[config.mk]
export PLATFORM = sky130hd
export DESIGN_NAME = gbte_seq
export DESIGN_NICKNAME = d
export VERILOG_FILES = /design/src/hw/rtl/gap_buffer_text_editor_assert.svh /design/src/hw/rtl/gbte_pkg.sv /design/src/hw/rtl/gbte_seq.sv
export SDC_FILE = /design/constraint.sdc
export NUM_CORES = 1
export LEC_CHECK = 0
export BUFFER_PORTS_ARGS = -buffer_cell sky130_fd_sc_hd__buf_2
export CAP_MARGIN = 20
export CORE_MARGIN = 4
export CORE_UTILIZATION = 30
export CTS_CLUSTER_DIAMETER = 40
export CTS_CLUSTER_SIZE = 40
export DETAILED_ROUTE_END_ITERATION = 7
export PLACE_DENSITY_LB_ADDON = 0.2
export RECOVER_POWER = 25
export SYNTH_ARGS = -nofsm -noshare
export SYNTH_HDL_FRONTEND = slang
export SYNTH_SLANG_ARGS = --single-unit
[constraint.sdc]
create_clock -name clk -period 6.44 [get_ports clk]
set_input_delay 1.288 -clock clk [delete_from_list [all_inputs] [get_ports clk]]
set_output_delay 1.288 -clock clk [all_outputs]
set_load 0.01 [all_outputs]
[src/hw/rtl/gap_buffer_text_editor_assert.svh]
// Assertion macros shared by the gap buffer RTL.
`ifndef GAP_BUFFER_TEXT_EDITOR_ASSERT_SVH
`define GAP_BUFFER_TEXT_EDITOR_ASSERT_SVH

// Same-cycle implication, checked at every rising edge outside reset.
`define GBTE_ASSERT_IMP(lbl, clk_s, rst_s, ante, cons, msg) \
  lbl: assert property (@(posedge clk_s) disable iff (!rst_s) (ante) |-> (cons)) \
    else $error(msg);

// Next-cycle implication, checked at every rising edge outside reset.
`define GBTE_ASSERT_NXT(lbl, clk_s, rst_s, ante, cons, msg) \
  lbl: assert property (@(posedge clk_s) disable iff (!rst_s) (ante) |=> (cons)) \
    else $error(msg);

`endif

[src/hw/rtl/gbte_pkg.sv]
package gbte_pkg;

  // Default store size in bytes.
  localparam int GBTE_CAPACITY = 4096;

  // Field widths fixed by the item format.
  localparam int CMD_W  = 3;
  localparam int CHAR_W = 8;
  localparam int POS_W  = 13;

  // Packed stream widths, rounded up to whole bytes.
  localparam int IN_TDATA_W  = 24;
  localparam int OUT_TDATA_W = 40;

  // Byte that marks a line end.
  localparam logic [CHAR_W-1:0] NEWLINE_BYTE = 8'h0A;

  // Command codes carried in the item.
  typedef enum logic [CMD_W-1:0] {
    CMD_INSERT = 3'd0,
    CMD_BKSP   = 3'd1,
    CMD_DELETE = 3'd2,
    CMD_MOVE   = 3'd3,
    CMD_READ   = 3'd4
  } gbte_cmd_t;

  // Sequencer states.
  typedef enum logic [2:0] {
    S_IDLE,
    S_EXEC,
    S_RD_CAPT,
    S_MV_STEP,
    S_MV_WR,
    S_DONE
  } gbte_state_t;

  // Operand selects of the shared address adder.
  typedef enum logic {
    AU_A_BGC,
    AU_A_POS
  } gbte_au_a_t;

  typedef enum logic [1:0] {
    AU_B_ZERO,
    AU_B_MINUS1,
    AU_B_FREE
  } gbte_au_b_t;

  // Flags and read byte handed from the sequencer to the output register.
  typedef struct packed {
    logic [CHAR_W-1:0] read_char;
    logic              changed;
    logic              newline_removed;
    logic              full_res;
  } gbte_res_t;

endpackage

[src/hw/rtl/gbte_seq.sv]
module gbte_seq
  import gbte_pkg::*;
#(
  parameter int CAPACITY = GBTE_CAPACITY,
  localparam int CW = $clog2(CAPACITY + 1),
  localparam int AW = $clog2(CAPACITY)
) (
  input  logic              clk,
  input  logic              rst_n,
  input  logic              start,
  input  logic [CMD_W-1:0]  cmd,
  input  logic [CHAR_W-1:0] ch,
  input  logic [POS_W-1:0]  pos,
  input  logic              res_ready,
  output logic              idle,
  output logic              res_valid,
  output gbte_res_t         res,
  output logic [CW-1:0]     bgc,
  output logic [CW-1:0]     len,
  output logic [CW-1:0]     free,
  output logic              mem_we,
  output logic [AW-1:0]     mem_waddr,
  output logic [CHAR_W-1:0] mem_wdata,
  output logic [AW-1:0]     mem_raddr,
  input  logic [CHAR_W-1:0] mem_rdata
);

  localparam int PW = (CW > POS_W) ? CW : POS_W;

  gbte_state_t        state_r, state_nxt;
  logic [CMD_W-1:0]   cmd_r;
  logic [CHAR_W-1:0]  ch_r;
  logic [POS_W-1:0]   pos_r;
  logic [CW-1:0]      bgc_r, bgc_nxt;
  logic [CW-1:0]      len_r, len_nxt;
  logic [CW-1:0]      free_r, free_nxt;
  logic [CW-1:0]      target_r, target_nxt;
  logic               dir_r, dir_nxt;
  gbte_res_t          res_r, res_nxt;

  logic [PW-1:0]      pos_x, bgc_x, len_x;
  logic [CW-1:0]      target_w;
  logic               pos_lt_bgc, pos_lt_len, bgc_lt_tgt, bgc_gt_tgt;
  gbte_au_a_t         au_a_sel;
  gbte_au_b_t         au_b_sel;
  logic [CW-1:0]      au_a, au_b, au_sum;

  // Compares against the cursor, the length and the move target.
  assign pos_x      = PW'(pos_r);
  assign bgc_x      = PW'(bgc_r);
  assign len_x      = PW'(len_r);
  assign pos_lt_bgc = pos_x < bgc_x;
  assign pos_lt_len = pos_x < len_x;
  assign target_w   = (pos_x > len_x) ? len_r : pos_x[CW-1:0];
  assign bgc_lt_tgt = bgc_r < target_r;
  assign bgc_gt_tgt = bgc_r > target_r;

  // Shared address adder: every memory address is the cursor or the read
  // index plus zero, minus one, or the free gap size.
  always_comb begin
    au_a = (au_a_sel == AU_A_POS) ? pos_x[CW-1:0] : bgc_r;
    unique case (au_b_sel)
      AU_B_ZERO:   au_b = '0;
      AU_B_MINUS1: au_b = '1;
      AU_B_FREE:   au_b = free_r;
      default:     au_b = '0;
    endcase
  end
  assign au_sum = au_a + au_b;

  // Item capture on acceptance.
  always_ff @(posedge clk) begin
    if (start) begin
      cmd_r <= cmd;
      ch_r  <= ch;
      pos_r <= pos;
    end
    target_r <= target_nxt;
    res_r    <= res_nxt;
  end

  // Control state and gap counts.
  always_ff @(posedge clk) begin
    if (!rst_n) begin
      state_r <= S_IDLE;
      bgc_r   <= '0;
      len_r   <= '0;
      free_r  <= CW'(CAPACITY);
      dir_r   <= 1'b0;
    end else begin
      state_r <= state_nxt;
      bgc_r   <= bgc_nxt;
      len_r   <= len_nxt;
      free_r  <= free_nxt;
      dir_r   <= dir_nxt;
    end
  end

  // Next state and counter updates.
  always_comb begin
    state_nxt  = state_r;
    bgc_nxt    = bgc_r;
    len_nxt    = len_r;
    free_nxt   = free_r;
    dir_nxt    = dir_r;
    target_nxt = target_r;
    res_nxt    = res_r;
    unique case (state_r)
      S_IDLE: begin
        if (start) begin
          res_nxt   = '0;
          state_nxt = S_EXEC;
        end
      end
      S_EXEC: begin
        state_nxt = S_DONE;
        unique case (cmd_r)
          CMD_INSERT: begin
            if (free_r != '0) begin
              bgc_nxt         = bgc_r + CW'(1);
              len_nxt         = len_r + CW'(1);
              free_nxt        = free_r - CW'(1);
              res_nxt.changed = 1'b1;
            end else begin
              res_nxt.full_res = 1'b1;
            end
          end
          CMD_BKSP: begin
            if (bgc_r != '0) begin
              bgc_nxt         = bgc_r - CW'(1);
              len_nxt         = len_r - CW'(1);
              free_nxt        = free_r + CW'(1);
              res_nxt.changed = 1'b1;
              state_nxt       = S_RD_CAPT;
            end
          end
          CMD_DELETE: begin
            if (len_r != bgc_r) begin
              len_nxt         = len_r - CW'(1);
              free_nxt        = free_r + CW'(1);
              res_nxt.changed = 1'b1;
            end
          end
          CMD_MOVE: begin
            target_nxt      = target_w;
            res_nxt.changed = (target_w != bgc_r);
            state_nxt       = S_MV_STEP;
          end
          CMD_READ: begin
            if (pos_lt_len) begin
              state_nxt = S_RD_CAPT;
            end
          end
          default: begin
            state_nxt = S_DONE;
          end
        endcase
      end
      S_RD_CAPT: begin
        // The byte addressed in the previous cycle is now on the read port.
        if (cmd_r == CMD_READ) begin
          res_nxt.read_char = mem_rdata;
        end else begin
          res_nxt.newline_removed = (mem_rdata == NEWLINE_BYTE);
        end
        state_nxt = S_DONE;
      end
      S_MV_STEP: begin
        priority if (bgc_lt_tgt) begin
          dir_nxt   = 1'b1;
          state_nxt = S_MV_WR;
        end else if (bgc_gt_tgt) begin
          dir_nxt   = 1'b0;
          bgc_nxt   = bgc_r - CW'(1);
          state_nxt = S_MV_WR;
        end else begin
          state_nxt = S_DONE;
        end
      end
      S_MV_WR: begin
        if (dir_r) begin
          bgc_nxt = bgc_r + CW'(1);
        end
        state_nxt = S_MV_STEP;
      end
      S_DONE: begin
        if (res_ready) begin
          state_nxt = S_IDLE;
        end
      end
      default: begin
        state_nxt = S_IDLE;
      end
    endcase
  end

  // Memory controls, adder operand selects and handshake outputs.
  always_comb begin
    au_a_sel  = AU_A_BGC;
    au_b_sel  = AU_B_ZERO;
    mem_we    = 1'b0;
    mem_wdata = ch_r;
    idle      = 1'b0;
    res_valid = 1'b0;
    unique case (state_r)
      S_IDLE: begin
        idle = 1'b1;
      end
      S_EXEC: begin
        unique case (cmd_r)
          CMD_INSERT: begin
            mem_we = (free_r != '0);
          end
          CMD_BKSP: begin
            au_b_sel = AU_B_MINUS1;
          end
          CMD_READ: begin
            // Below the cursor the index is the address; above it the gap
            // is skipped.
            au_a_sel = AU_A_POS;
            au_b_sel = pos_lt_bgc ? AU_B_ZERO : AU_B_FREE;
          end
          default: begin
            au_b_sel = AU_B_ZERO;
          end
        endcase
      end
      S_RD_CAPT: begin
        au_b_sel = AU_B_ZERO;
      end
      S_MV_STEP: begin
        // Right: read the first byte above the gap. Left: the last below it.
        au_b_sel = bgc_lt_tgt ? AU_B_FREE : AU_B_MINUS1;
      end
      S_MV_WR: begin
        mem_we    = 1'b1;
        mem_wdata = mem_rdata;
        au_b_sel  = dir_r ? AU_B_ZERO : AU_B_FREE;
      end
      S_DONE: begin
        res_valid = 1'b1;
      end
      default: begin
        idle = 1'b0;
      end
    endcase
  end

  assign mem_waddr = au_sum[AW-1:0];
  assign mem_raddr = au_sum[AW-1:0];
  assign res       = res_r;
  assign bgc       = bgc_r;
  assign len       = len_r;
  assign free      = free_r;

endmodule

==> impl_metrics.tcl, run 1 <==
set metrics [dict create \
    critPathCapture "mem_waddr[10]" \
    finClkSkew_ps 8.58 \
    grt_antenna_before_repair 0 \
    dieArea_sq_um 26700 \
    synthTopCellsByCount "75 x ha_1, 70 x nand2_1, 57 x a21oi_1, 57 x inv_1, 50 x nor2_1" \
    vias 6339 \
    synthesis.area_sq_um 7240 \
    cp_slowest_cell "edfxtp_1" \
    required_ps 5150 \
    ys_ff_latch 91 \
    grt_max_degree 53 \
    grt_overflow_total 0 \
    h-tree-depth 3 \
    synth.distinct_cells 72 \
    worstMarginPinSlew_ps 1800 \
    die_y_microns 163 \
    relSlewSlack -0.200 \
    cp.depth 22 \
    syn_area_per_cell_sq_um 8.89 \
    clk_latency_ps 350 \
    hold_viol 0 \
    cp-end-kind "output port" \
    r2r_slack_ps 2250 \
    synth_warnings 0 \
    synth_edf_count 48 \
    synth.most_common_cell "ha_1" \
    drive_gt1_frac 0.220 \
    gp_congestion 0.956 \
    max_freq_ghz 0.163 \
    setup_violations 0 \
    r2r_cells 12 \
    grt_pass1_wl_microns 34300 \
    violations "capacitance limit, slew limit" \
    clock-sinks 91 \
    async_reset_ff_frac 0 \
    cts-root-buf "clkbuf_16" \
    reg2reg_to "len[12]" \
    fin_util 0.364 \
    post_dp_cell_area_sq_um 8220 \
    drt_iter0_markers 382 \
    cts_tree "done" \
    yosys.area.top_type_share 0.199 \
    design_area_sq_um 8590 \
    p_total_w 0.00200 \
    setup_tns_ps 0 \
    max_cap_viol_count 1 \
    finalMaxSlewViolations 28 \
    max-vdd-ir-drop_mv 0.109 \
    hpwlAfterDp_microns 17800 \
    critical_path.max_stage_delay_ps 450 \
    grt_pass1_vias 6017 \
    ant_nets 0 \
    rsz0062_at_grt "false" \
    startpoint "pos_r[1]" \
    outcome "finished with violations" \
    fin_crit_ps 6120 \
    port_buffers 120 \
    clock_path_buffers 2 \
    crit_arrival_ps 4830 \
    hold_ws_ps 476 \
    syn_to_final_growth_pct 18.6 \
    die_w_microns 163 \
    hold_buffers 0 \
    drc_errors 0 \
    antenna_cells 0 \
    initial_core_util 0.307 \
    post-route-period-util 0.950 \
    cts_inserted_buffers 9 \
    hold_path.class "reg2reg" \
    power_leakage_nw 3.81 \
    syn_inst 815 \
    yosysTopAreaCell "edfxtp_1" \
    firstDrtPassIters 5 \
    crit_fanout 4 \
    grtUsageTotal 0.167 \
    syn_nets 929 \
    cpMostUsedCell "a21o_1" \
    synth.area.top_cells "edfxtp_1 20%, ha_1 13%, dfxtp_1 12%" \
    start_kind "register" \
    synthFlopType "edfxtp_1" \
    row_count 56 \
    path_clk_slew_ps 70 \
    critical_path.top_delay_family "compound AO/OA/AOI/OAI gates" \
    routedWlPerCell_microns 18.0 \
    power.density_nw_per_um2 233 \
    ys_seq_area_frac 0.318 \
    r2r_start "cmd_r[1]" \
    via_per_inst 5.05 \
    routed_wl_microns 22600 \
    path_buf_inv 1 \
    ios 121 \
    critPathKind "reg2out" \
    core-area_sq_um 23600 \
    nNetsFinal 1046 \
    crit_chain "ha_1 -> a21o_1 -> a21o_1 -> a21o_1 -> a21oi_1 -> o21ai_1 -> a31oi_2 -> o311ai_0 -> ha_2 -> a21oi_1 -> nor2_1 -> ha_1 -> fa_1 -> a21o_1 -> a21oi_2 -> o21bai_1 -> a21oi_2 -> o21bai_1 -> a21oi_2 -> nor4bb_1 -> or3_1 -> buf_2" \
]
timing repair:
action | in CTS | in global routing
pin swaps | 0 | 1
endpoints found under the setup margin | 2 | 10
resized for setup | 3 | 7
setup buffers | 0 | 3
report_power, final:
group,internal (W),switching [W]
Sequential,0.000665,0.0000582
Clock,0.000304,0.000254
Combinational,0.000310,0.000412
Total,0.00128,0.000724
flip-flops by register name (all words and copies together), names as in the netlist:
| signal | count |
|---|---|
| bgc | 13 |
| ch_r | 8 |
| cmd_r | 3 |
| dir_r | 1 |
| free | 13 |
| len | 13 |
| pos_r | 13 |
| res | 11 |
| state_r | 3 |
| target_r | 13 |
tightest hold or removal path, cell delays in order, from the launching register on:
cell and delay (ps):
dfxtp_1 310, nand2_1 50, a21boi_0 70
area by class of cell:
| type | instances | area (sq um) |
|---|---|---|
| inverter | 58 | 218 |
| clock buffer | 9 | 225 |
| clock inverter | 7 | 76.3 |
| sequential | 91 | 2300 |
| tap | 319 | 399 |
| timing repair buffer | 151 | 836 |
| multi-input combinational | 621 | 4530 |
| fill | 2478 | 15000 |
cells by family (layout without fill, tap and decap cells):
group | count (synthesis) | after routing | share of synthesized area
adder cells (fa/ha/maj) | 78 | 78 | 0.138
multiplexers | 40 | 40 | 0.0608
AND/OR/NAND/NOR | 261 | 261 | 0.186
AO/OA/AOI/OAI | 193 | 193 | 0.174
XOR/XNOR | 49 | 49 | 0.0593
buffers and inverters | 103 | 225 | 0.0639
flip-flops | 91 | 91 | 0.318
cell usage in the layout (no fill, tap or decap), drive strengths merged, types with 11 or more instances in the layout:
master  synthesis  final
clkbuf         19     11
xor2           12     12
and3           12     12
a21oi          57     57
a21o           19     19
edfxtp         48     48
o21ai          38     38
ha             75     75
mux2           22     22
nor2           50     50
xnor2          37     37
nand3          17     17
mux2i          18     18
nor3           21     21
and2           17     17
o21a           12     12
inv            58     60
nand2          70     70
nor2b          24     24
dfxtp          43     43
buf            26    149
stage by stage:
stage / setup slack (ps) / std cells
finish: 322 / 1256
global route: 31.7 / 1256
CTS: 6.57 / 1252
detailed placement: 255 / 1236
global placement: 342 / 1236
floorplan: 364 / 815
per-layer routing:
metal | vias to the layer above | part of all wire | global-route usage
met5 | - | 0 | 0
met4 | 0 | 0.025 | 0.0538
met3 | 24 | 0.038 | 0.0270
met2 | 145 | 0.47 | 0.273
met1 | 3001 | 0.46 | 0.225
li1 | 3169 | - | -
worst min path at each step:
stage          slack [ps]    end  depth (start not counted)  start
6_report              480  dir_r                          2  dir_r
2_1_floorplan         440  dir_r                          2  dir_r
3_5_place_dp          470  dir_r                          2  dir_r
5_1_grt               510  dir_r                          2  dir_r
3_3_place_gp          460  dir_r                          2  dir_r
4_1_cts               480  dir_r                          2  dir_r
(Power assumes the default switching activity.)
==> run 2, diff against run 1 <==
--- a/config.mk
+++ b/config.mk
@@ -5,8 +5,10 @@
 export SDC_FILE = /design/constraint.sdc
 export NUM_CORES = 1
 export LEC_CHECK = 0
+export ABC_AREA = 1
 export BUFFER_PORTS_ARGS = -buffer_cell sky130_fd_sc_hd__buf_2
 export CAP_MARGIN = 20
+export CORE_ASPECT_RATIO = 1.4
 export CORE_MARGIN = 4
 export CORE_UTILIZATION = 30
 export CTS_CLUSTER_DIAMETER = 40
==> constraint.sdc (replaced) <==
create_clock -name clk -period 7.35 [get_ports clk]
set_input_delay 1.47 -clock clk [delete_from_list [all_inputs] [get_ports clk]]
set_output_delay 1.47 -clock clk [all_outputs]
set_load 0.01 [all_outputs]
==> impl_metrics.tcl, run 2 <==
set metrics [dict create \
    hold_viol 0 \
    post-route-period-util 0.847 \
    layout_common_cells "213 x nand2_1, 118 x buf_2, 109 x nor2_1, 96 x inv_1, 89 x nand3_1" \
    synth.area.top_cells "edfxtp_1 19%, ha_1 13%, dfxtp_1 11%" \
    routed_wl_microns 24300 \
    post_dp_cell_area_sq_um 8260 \
    required_ps 5880 \
    drc_errors 0 \
    initial_core_util 0.304 \
    synthTopCellsByCount "212 x nand2_1, 108 x nor2_1, 95 x inv_1, 89 x nand3_1, 79 x a21oi_1" \
    grt_pass1_wl_microns 38200 \
    firstDrtPassIters 5 \
    syn_inst 1018 \
    cp-end-kind "output port" \
    die_y_microns 195 \
    drt_iter0_markers 351 \
    hold_depth 2 \
    ios 121 \
    port_buffers 120 \
    antenna_cells 0 \
    min_from "dir_r" \
    hold_path.class "reg2reg" \
    synth.distinct_cells 51 \
    start_kind "register" \
    r2r_start "len[12]" \
    reg2reg_to "res[2]" \
    ys_seq_area_frac 0.307 \
    synth_warnings 0 \
    max_cap_viol_count 1 \
    h-tree-depth 3 \
    power.density_nw_per_um2 283 \
    yosysTopAreaCell "edfxtp_1" \
    setup_violations 0 \
    max_freq_ghz 0.161 \
    routedWlPerCell_microns 17.0 \
    core-area_sq_um 24700 \
    post_cts_buffers 0 \
    drive_gt1_frac 0.168 \
    critical_path.max_stage_delay_ps 630 \
    synth_edf_count 48 \
    synthFlopType "edfxtp_1" \
    ys_ff_latch 91 \
    cts-resized-gates 0 \
    synth.most_common_cell "nand2_1" \
    power_leakage_nw 4.12 \
    grtUsageTotal 0.176 \
    syn_area_per_cell_sq_um 7.37 \
    async_reset_ff_frac 0 \
    grt_max_degree 30 \
    synthesis.area_sq_um 7500 \
    nNetsFinal 1225 \
    fin_crit_ps 6230 \
    worstHoldEndpoint "dir_r" \
    grt_antenna_before_repair 0 \
    finClkSkew_ps 12.3 \
    hpwlAfterDp_microns 19500 \
    crit_arrival_ps 4760 \
    r2r_cells 17 \
    clock-sinks 91 \
    vias 7073 \
    cp_slowest_cell "dfxtp_1" \
    gp_congestion 0.932 \
    rsz0062_at_grt "false" \
    final_common_cell "nand2_1" \
    syn_nets 1132 \
    relSlewSlack -0.0240 \
    hold_buffers 0 \
    grt_overflow_total 0 \
    finalMaxSlewViolations 27 \
    grt_pass1_vias 7133 \
    die_w_microns 142 \
    violations "capacitance limit, slew limit" \
    clock_path_buffers 2 \
    worstMarginPinSlew_ps 1540 \
    cts_tree "done" \
    row_count 68 \
    cts_inserted_buffers 9 \
    ant_nets 0 \
    max-vdd-ir-drop_mv 0.113 \
    setup_tns_ps 0 \
    critPathKind "reg2out" \
    crit_fanout 12 \
    outcome "finished with violations" \
    dieArea_sq_um 27600 \
    r2r_slack_ps 3100 \
    yosys.area.top_type_share 0.192 \
    path_clk_slew_ps 80 \
    cts-root-buf "clkbuf_16" \
    syn_to_final_growth_pct 14.0 \
    startpoint "bgc[4]" \
    design_area_sq_um 8550 \
    clk_latency_ps 360 \
    cpMostUsedCell "nand2_1" \
    via_per_inst 4.94 \
]
## run 2: cell count changes after synthesis, moves of 19 or more
cell | before | now
nor2b_1 | 23 | 0
inv_1 | 57 | 95
nand2_1 | 70 | 212
a21oi_1 | 57 | 79
o21ai_0 | 22 | 49
mux2_2 | 20 | 1
nand3_1 | 17 | 89
nor2_1 | 50 | 108
xnor2_1 | 37 | 18
## run 2: power by group
group / internal (W) / total (W) / leakage [nW] / switching (W)
registers: 0.000624 / 0.000743 / 0.813 / 0.000118
clock network: 0.000240 / 0.000471 / 0.146 / 0.000231
logic: 0.000436 / 0.00121 / 3.16 / 0.000772
total: 0.00130 / 0.00242 / 4.12 / 0.00112
## run 2: worst max-delay path by stage
stage                    end  slack [ps]  depth (start not counted)
2_1_floorplan  mem_waddr[10]        1920                         29
3_3_place_gp   mem_waddr[10]        1580                         25
3_5_place_dp   mem_waddr[10]        1510                         25
4_1_cts        mem_waddr[10]        1100                         27
5_1_grt        mem_waddr[10]         680                         27
6_report       mem_waddr[10]        1120                         27
## run 2: metal layers
layer	wire length (microns)	GRT usage	up-vias
li1	-	-	3608
met1	9710	0.197	3247
met2	12800	0.325	163
met3	648	0.0176	55
met4	1200	0.0917	0
met5	0	0	-
## run 2: per-stage QoR
step           setup slack (ps)  hold slack, ps   util  cells  power (W)
5_1_grt                     681             505  0.347   1431    0.00262
2_1_floorplan              1920             444      -   1018    0.00162
3_5_place_dp               1510             478  0.335   1413    0.00197
4_1_cts                    1100             488  0.347   1429    0.00245
6_report                   1120             495  0.347   1431    0.00242
3_3_place_gp               1580             473  0.335   1413    0.00197
## run 2: area by class of cell
cell class	count	area [sq um]
Clock buffer	9	225
Clock inverter	7	68.8
Fill cell	2706	16100
Inverter	110	418
Multi-Input combinational cell	774	4500
Sequential cell	91	2300
Tap cell	315	394
Timing Repair Buffer	125	644
## run 2: kinds of logic after synthesis
logic type | share of synthesized area
compound gates | 0.141
xor+xnor | 0.0549
fa+ha+maj | 0.133
buf+inv | 0.0911
flops | 0.307
mux | 0.00150
simple gates | 0.272
## run 2: critical path: cells and delay by family (launching register included)
family | cells | cell delay (ps)
AO/OA/AOI/OAI | 6 | 790
flip-flops | 1 | 630
buffers and inverters | 4 | 660
XOR/XNOR | 1 | 180
AND/OR/NAND/NOR | 12 | 980
adder cells (fa/ha/maj) | 4 | 1130
